### config.mk
export PLATFORM = sky130hd
export DESIGN_NAME = trial_division_prime_factorizer_core
export DESIGN_NICKNAME = d
export VERILOG_FILES = /design/src/tdpf_pkg.sv /design/src/tdpf_div.sv /design/src/tdpf_outreg.sv /design/src/trial_division_prime_factorizer_core.sv
export VERILOG_INCLUDE_DIRS = /design/src /design/src/src
export SDC_FILE = /design/constraint.sdc
export NUM_CORES = 1
export LEC_CHECK = 0
export BUFFER_PORTS_ARGS = -buffer_cell sky130_fd_sc_hd__buf_2
export CAP_MARGIN = 20
export CORE_ASPECT_RATIO = 0.75
export CORE_MARGIN = 8
export CORE_UTILIZATION = 35
export CTS_CLUSTER_DIAMETER = 100
export CTS_CLUSTER_SIZE = 10
export DETAILED_ROUTE_END_ITERATION = 10
export PLACE_DENSITY = 0.51
export SLEW_MARGIN = 25
export SYNTH_ARGS = -nofsm -noshare
export SYNTH_HDL_FRONTEND = slang
export SYNTH_HIERARCHICAL = 1
export SYNTH_SLANG_ARGS = --single-unit
export TNS_END_PERCENT = 5
### constraint.sdc
create_clock -name clk -period 7.1 [get_ports clk]
set_clock_uncertainty 0.1 [all_clocks]
set_input_delay 1.42 -clock clk [delete_from_list [all_inputs] [get_ports clk]]
set_output_delay 1.42 -clock clk [all_outputs]
set_load 0.02 [all_outputs]
### src/trial_division_prime_factorizer_core_macros.svh
// assertion macros shared by the factorizer modules
// no dependencies; included by the modules that carry assertions
`ifndef TRIAL_DIVISION_PRIME_FACTORIZER_CORE_MACROS_SVH
`define TRIAL_DIVISION_PRIME_FACTORIZER_CORE_MACROS_SVH

// same-cycle implication under asynchronous active-low reset
`define TDPF_ASSERT_HOLDS(lbl, ck, rn, ante, cons, msg) \
	lbl: assert property (@(posedge ck) disable iff (!(rn)) (ante) |-> (cons)) else $error(msg);

// next-cycle implication under asynchronous active-low reset
`define TDPF_ASSERT_NEXT(lbl, ck, rn, ante, cons, msg) \
	lbl: assert property (@(posedge ck) disable iff (!(rn)) (ante) |=> (cons)) else $error(msg);

`endif

### src/tdpf_pkg.sv
// shared types and constants of the trial division factorizer
// no dependencies; used by all factorizer modules
package tdpf_pkg;

	// fixed field widths and default value width
	localparam int FIELD_BITS     = 31;
	localparam int VALUE_BITS_DEF = 31;

	// first factor stripped and first odd trial divisor
	localparam int EVEN_FACTOR = 2;
	localparam int FIRST_ODD   = 3;

	// result status codes
	typedef enum logic [1:0] {
		STAT_OK   = 2'd0,
		STAT_ONE  = 2'd1,
		STAT_ZERO = 2'd2
	} status_t;

	// one result transaction
	typedef struct packed {
		logic [FIELD_BITS-1:0] factor;
		logic                  last;
		status_t               status;
	} res_t;

	// divider status toward the sequencer
	typedef struct packed {
		logic busy;
		logic done;
		logic rem_zero;
	} div_stat_t;

endpackage

### src/tdpf_div.sv
// bit-serial restoring divider, one quotient bit per cycle
// depends on tdpf_pkg and the assertion macro header
`include "trial_division_prime_factorizer_core_macros.svh"

module tdpf_div #(
	parameter int VB = tdpf_pkg::VALUE_BITS_DEF,
	parameter int DW = tdpf_pkg::VALUE_BITS_DEF / 2 + 2
) (
	input  logic                  clk,
	input  logic                  arst_n,
	input  logic                  start,
	input  logic [VB-1:0]         dividend,
	input  logic [DW-1:0]         divisor,
	output logic [VB-1:0]         quotient,
	output tdpf_pkg::div_stat_t   stat
);

	localparam int CW = $clog2(VB + 1);

	logic [CW-1:0] cnt_q;
	logic          busy_q;
	logic          done_q;
	logic [DW-1:0] part_q;
	logic [DW-1:0] dvs_q;
	logic [VB-1:0] quo_q;

	logic [DW:0]   trial;
	logic [DW:0]   diff;
	logic          ge;
	logic [DW-1:0] part_n;

	// one restoring step: shift in next dividend bit, subtract if it fits
	always_comb begin
		trial  = {part_q, quo_q[VB-1]};
		diff   = trial - {1'b0, dvs_q};
		ge     = (trial >= {1'b0, dvs_q});
		part_n = ge ? diff[DW-1:0] : trial[DW-1:0];
	end

	// step counter and handshake flags
	always_ff @(posedge clk or negedge arst_n) begin
		if (!arst_n) begin
			cnt_q  <= '0;
			busy_q <= 1'b0;
			done_q <= 1'b0;
		end else if (start) begin
			cnt_q  <= CW'(VB);
			busy_q <= 1'b1;
			done_q <= 1'b0;
		end else if (busy_q) begin
			cnt_q <= cnt_q - CW'(1);
			if (cnt_q == CW'(1)) begin
				busy_q <= 1'b0;
				done_q <= 1'b1;
			end
		end
	end

	// shift registers for partial remainder and dividend/quotient
	always_ff @(posedge clk) begin
		if (start) begin
			part_q <= '0;
			dvs_q  <= divisor;
			quo_q  <= dividend;
		end else if (busy_q) begin
			part_q <= part_n;
			quo_q  <= {quo_q[VB-2:0], ge};
		end
	end

	assign quotient      = quo_q;
	assign stat.busy     = busy_q;
	assign stat.done     = done_q;
	assign stat.rem_zero = (part_q == '0);

	`TDPF_ASSERT_HOLDS(a_start_idle, clk, arst_n, start, !busy_q, "divider started while busy")
	`TDPF_ASSERT_NEXT(a_done_hold, clk, arst_n, done_q && !start, done_q, "divider result dropped")

endmodule

### src/tdpf_outreg.sv
// output register holding one result transaction
// depends on tdpf_pkg and the assertion macro header
`include "trial_division_prime_factorizer_core_macros.svh"

module tdpf_outreg (
	input  logic           clk,
	input  logic           arst_n,
	input  logic           load,
	input  tdpf_pkg::res_t load_res,
	input  logic           stall,
	output logic           valid,
	output tdpf_pkg::res_t res,
	output logic           free
);

	logic           valid_q;
	tdpf_pkg::res_t res_q;

	// slot is free when empty or being taken this cycle
	assign free = !valid_q || !stall;

	// valid flag
	always_ff @(posedge clk or negedge arst_n) begin
		if (!arst_n) begin
			valid_q <= 1'b0;
		end else if (load) begin
			valid_q <= 1'b1;
		end else if (!stall) begin
			valid_q <= 1'b0;
		end
	end

	// payload
	always_ff @(posedge clk) begin
		if (load) begin
			res_q <= load_res;
		end
	end

	assign valid = valid_q;
	assign res   = res_q;

	`TDPF_ASSERT_HOLDS(a_no_overwrite, clk, arst_n, load, !(valid_q && stall), "result overwritten")

endmodule

### src/trial_division_prime_factorizer_core.sv
// Sequence: factors of two are stripped first, then each odd trial divisor whose square
// does not exceed the remainder is tried on the bit-serial divider (VB = value width).
// VB is 31 by default. Worst case for 31 bits is about 23170 trial divisors.
// Throughput: one item at a time; the next item is taken once the last result is loaded.
// Reset: asynchronous, active low; sequencer idle, no result valid.
`include "trial_division_prime_factorizer_core_macros.svh"

module trial_division_prime_factorizer_core #(
	parameter int VALUE_BITS = tdpf_pkg::VALUE_BITS_DEF
) (
	input  logic                            clk,
	input  logic                            arst_n,
	input  logic                            in_valid,
	output logic                            in_stall,
	input  logic [tdpf_pkg::FIELD_BITS-1:0] value,
	output logic                            out_valid,
	input  logic                            out_stall,
	output logic [tdpf_pkg::FIELD_BITS-1:0] factor,
	output logic                            last,
	output logic [1:0]                      status
);

	localparam int FB = tdpf_pkg::FIELD_BITS;
	localparam int VB = (VALUE_BITS < FB) ? VALUE_BITS : FB;
	localparam int DW = VB / 2 + 2;
	localparam int SW = 2 * DW;

	typedef enum logic [4:0] {
		S_IDLE = 5'b00001,
		S_SPEC = 5'b00010,
		S_TWO  = 5'b00100,
		S_CHK  = 5'b01000,
		S_DIV  = 5'b10000
	} state_t;

	state_t            state_q, state_d;
	logic [VB-1:0]     rem_q, rem_d;
	logic [DW-1:0]     d_q, d_d;
	logic [SW-1:0]     sq_q, sq_d;
	tdpf_pkg::status_t spec_q, spec_d;

	logic                 want;
	logic                 push;
	logic                 free;
	tdpf_pkg::res_t       push_res;
	tdpf_pkg::res_t       out_res;
	logic                 div_start;
	logic [VB-1:0]        quo;
	tdpf_pkg::div_stat_t  div_stat;
	logic [VB-1:0]        vin;

	assign vin      = value[VB-1:0];
	assign in_stall = (state_q != S_IDLE);
	assign push     = want && free;

	// sequencer: 0 and 1 give a status result; else strip twos, then odd trial divisors on the serial divider
	always_comb begin
		state_d   = state_q;
		rem_d     = rem_q;
		d_d       = d_q;
		sq_d      = sq_q;
		spec_d    = spec_q;
		want      = 1'b0;
		div_start = 1'b0;
		push_res  = '{factor: '0, last: 1'b0, status: tdpf_pkg::STAT_OK};
		unique case (state_q)
			S_IDLE: begin
				if (in_valid) begin
					rem_d = vin;
					if (vin <= VB'(1)) begin
						spec_d  = (vin == '0) ? tdpf_pkg::STAT_ZERO : tdpf_pkg::STAT_ONE;
						state_d = S_SPEC;
					end else begin
						state_d = S_TWO;
					end
				end
			end
			S_SPEC: begin
				want            = 1'b1;
				push_res.last   = 1'b1;
				push_res.status = spec_q;
				if (free) begin
					state_d = S_IDLE;
				end
			end
			S_TWO: begin
				if (!rem_q[0]) begin
					want            = 1'b1;
					push_res.factor = FB'(tdpf_pkg::EVEN_FACTOR);
					push_res.last   = (rem_q == VB'(tdpf_pkg::EVEN_FACTOR));
					if (free) begin
						rem_d = rem_q >> 1;
						if (push_res.last) begin
							state_d = S_IDLE;
						end
					end
				end else begin
					d_d     = DW'(tdpf_pkg::FIRST_ODD);
					sq_d    = SW'(tdpf_pkg::FIRST_ODD * tdpf_pkg::FIRST_ODD);
					state_d = S_CHK;
				end
			end
			S_CHK: begin
				if (sq_q <= SW'(rem_q)) begin
					div_start = 1'b1;
					state_d   = S_DIV;
				end else begin
					// leftover remainder is prime
					want            = 1'b1;
					push_res.factor = FB'(rem_q);
					push_res.last   = 1'b1;
					if (free) begin
						state_d = S_IDLE;
					end
				end
			end
			S_DIV: begin
				if (div_stat.done) begin
					if (div_stat.rem_zero) begin
						want            = 1'b1;
						push_res.factor = FB'(d_q);
						push_res.last   = (quo == VB'(1));
						if (free) begin
							rem_d   = quo;
							state_d = push_res.last ? S_IDLE : S_CHK;
						end
					end else begin
						// next odd divisor, square kept by (d+2)^2 = d^2 + 4d + 4
						d_d     = d_q + DW'(2);
						sq_d    = sq_q + SW'({d_q, 2'b00}) + SW'(4);
						state_d = S_CHK;
					end
				end
			end
			default: begin
				state_d = S_IDLE;
			end
		endcase
	end

	// control state
	always_ff @(posedge clk or negedge arst_n) begin
		if (!arst_n) begin
			state_q <= S_IDLE;
		end else begin
			state_q <= state_d;
		end
	end

	// working registers
	always_ff @(posedge clk) begin
		rem_q  <= rem_d;
		d_q    <= d_d;
		sq_q   <= sq_d;
		spec_q <= spec_d;
	end

	// serial divider used for every trial division
	tdpf_div #(
		.VB(VB),
		.DW(DW)
	) u_div (
		.clk      (clk),
		.arst_n   (arst_n),
		.start    (div_start),
		.dividend (rem_q),
		.divisor  (d_q),
		.quotient (quo),
		.stat     (div_stat)
	);

	// result register toward the output channel
	tdpf_outreg u_out (
		.clk      (clk),
		.arst_n   (arst_n),
		.load     (push),
		.load_res (push_res),
		.stall    (out_stall),
		.valid    (out_valid),
		.res      (out_res),
		.free     (free)
	);

	assign factor = out_res.factor;
	assign last   = out_res.last;
	assign status = out_res.status;

	`TDPF_ASSERT_HOLDS(a_odd_work, clk, arst_n, state_q == S_CHK || state_q == S_DIV, d_q[0] && rem_q[0], "even divisor or remainder in trial loop")
	`TDPF_ASSERT_NEXT(a_last_idle, clk, arst_n, push && push_res.last, state_q == S_IDLE, "last result did not end the item")
	`TDPF_ASSERT_HOLDS(a_div_quiet, clk, arst_n, state_q == S_IDLE, !div_stat.busy, "divider running while idle")

endmodule
==> results by group <==
Critical path
  – Endpoint class of the critical path: flip-flop
  – Register-to-Register Path Depth: 13
  – WP data arrival: about 4.6 ns
  – Startpoint Class: flip-flop
  – Setup Crit Path Kind: flip-flop to flip-flop
  – Crit-path max FO: 43
  – Worst Path Required: 7.36 ns

Status
  – Status: finished, violations left
  – Failing checks: DRC

Placement
  – Pre-CTS WS: 2.902 ns
  – Final HPWL DP: 24440 um
  – Final GP Congestion: 0.8457
  – I/O Buffers: 70

Clocking
  – CTS Hold Bufs: 0
  – Clk_lat worst skew: 0.44 ns
  – Longest Clk Path Bufs: 2
  – Num CTS Buffers: 17
  – # resized after CTS: 0
  – TritonCTS clock tree: yes
  – Sink Count: between 150 and 200
  – Root buffer cell: clkbuf_16
  – Post-CTS Setup Bufs: 0
  – Worst-path clk slew: 0.08 ns
  – H-tree depth: 4

Timing
  – Fin crit share: 60.87%
  – Setup_tns: 0 ns
  – F_max: about 230 MHz
  – Post-layout min period: 4.322 ns
  – RSZ-0062 raised after global routing: false
  – Slew Limit Fails: 0
  – Final WS setup: 2.778 ns
  – Worst-Margin Slew: approximately 0.97 ns
  – Final-report setup violation count: 0
  – Slew headroom: 35.03%
  – Fin. Hold Viols: 0

Pwr
  – VDD IR max: between 0.1 and 0.15 mV
  – Tot Pwr: 2.224 mW
  – Cell Pwr Density: 172.5 nW/um2
  – Leakage: 4.918 nW

Global route
  – Antenna violations before repair: 0
  – Largest net degree at the start of global routing: 49
  – Met1 Use GR: 25.61%
  – Met3 Use GR: under 10%
  – Global-route wire length before repair: 50630 um
  – Tot GR Track Use: 16.72%
  – GRT Max-Usage Layer: met1
  – Grt total ovfl: 0
  – Vias in the first global route: 8245
  – M2 GR Usage: 24.14%

Final layout
  – Area Growth Syn to Fin: 12.48%
  – Final nets: 1230
  – Util after Layout: between 30% and 40%
  – Antenna Cells: 0
  – Share of cells above drive strength 1: 15.45%

Floorplan
  – Core outline area: approximately 32000 um2
  – Rows: 57
  – IO Pins: 71
  – Die H: roughly 170 um
  – Die X: 225.0 um
  – Die area: 38860 um2
  – Initial Utilization: 35.48%

Yosys
  – Synth warn: 6
  – Area of the mapped netlist: 11460 um2
  – Synthesized area per cell: 10.90 um2
  – Syn Inst Count: 1052
  – Post-Syn Nets: 1169

Routing
  – Drt first pass iters: 11
  – Post-Route WL: 33140 um
  – Final ANT Viol Nets: 0
  – # DRC: 1
  – 1st-iter DRT viols: roughly 930
  – Wire per inst: 21.14 um
  – DR vias: 8589
  – Vias/cell: ~5.5

Hold path
  – Hold WC Path Type: flip-flop to flip-flop
  – Cells on Worst Hold Path: 1

Flow run
  – Maxcap violations: 0
==> worst paths after layout <==
check / slack (ns) / end / start
min: 0.40 / u_out/valid$_DFFE_PN0P_ / u_out/valid$_DFFE_PN0P_
max: 2.78 / u_div/part_q[15]$_SDFFE_PP0P_ / rem_q[30]$_DFFE_PP_
max reg2reg: 2.78 / u_div/part_q[15]$_SDFFE_PP0P_ / rem_q[30]$_DFFE_PP_
min in group asynchronous: 0.76 / u_div/cnt_q[1]$_DFFE_PN0P_ / arst_n
min reg2reg: 0.40 / u_out/valid$_DFFE_PN0P_ / u_out/valid$_DFFE_PN0P_
max in group asynchronous: 5.85 / state_q[0]$_DFFE_PN1P_ / arst_n
==> through the flow <==
step	hold WS (ns)	instances	area, um2
2_1_floorplan	0.3672	1052	11460
3_3_place_gp	0.3772	1535	12280
3_5_place_dp	0.3899	1535	12280
4_1_cts	0.4063	1567	12880
5_1_grt	0.4367	1568	12890
6_report	0.4049	1568	12890
==> routing by layer <==
metal / up-vias / routed length, um
met5: - / 0
met4: 0 / 486
met3: 24 / 1878
met2: 228 / 14040
met1: 4211 / 16740
li1: 4126 / -
==> registers in the layout, indices dropped and copies added, names as in the netlist <==
name	count
u_div/quotient	31
u_out/res	34
state_q	5
sq_q	31
u_div/dvs_q	17
rem_q	31
u_div/part_q	17
spec_q	2
u_div/busy_q	1
u_div/done_q	1
d_q	16
u_out/valid	1
u_div/cnt_q	5
==> final cells by class <==
type                    count  area, um2
clock inverters            14      170.2
flip-flops and latches    192       5532
well taps                 442      553.0
multi-input cells         723       5401
clock buffers              18      429.2
fillers                  3145      19410
inverters                  97      364.1
repair buffers             82      444.2
==> report_power, final <==
part / total (mW) / leakage (nW) / internal, mW / switching (mW)
Clock: 1.00 / 0.295 / 0.534 / 0.466
Sequential: 1.20 / 1.59 / 1.20 / 0
Combinational: 0.0203 / 3.04 / 0.00763 / 0.0127
Total: 2.22 / 4.92 / 1.75 / 0.479
==> placed cells by master, fill, tap and decap left out, types with 17 or more instances in the layout <==
cell type / count
a21o_1: 19
a21oi_1: 37
a222oi_1: 27
and2_1: 21
and3_1: 19
buf_2: 70
clkbuf_16: 17
dfxtp_1: 17
edfxtp_1: 162
ha_1: 80
inv_1: 96
mux2_2: 30
nand2_1: 56
nand3_1: 20
nand4_1: 19
nor2_1: 78
nor4_1: 27
o21ai_0: 42
xnor2_1: 21
xor2_1: 28
==> critical path, cell delays in order, from the launching register on <==
cell and delay (ns):
edfxtp_1 0.52, inv_1 0.12, ha_1 0.31, nand2_1 0.08
nor4_2 0.29, nand2_1 0.11, nand4b_2 0.13, nor2_1 0.09
nor3b_1 0.53, nor2_4 0.27, buf_4 0.37, nor2_1 0.78
nand2b_1 0.30, o21ai_0 0.22
Note: power is estimated with default switching activity, not from simulation.
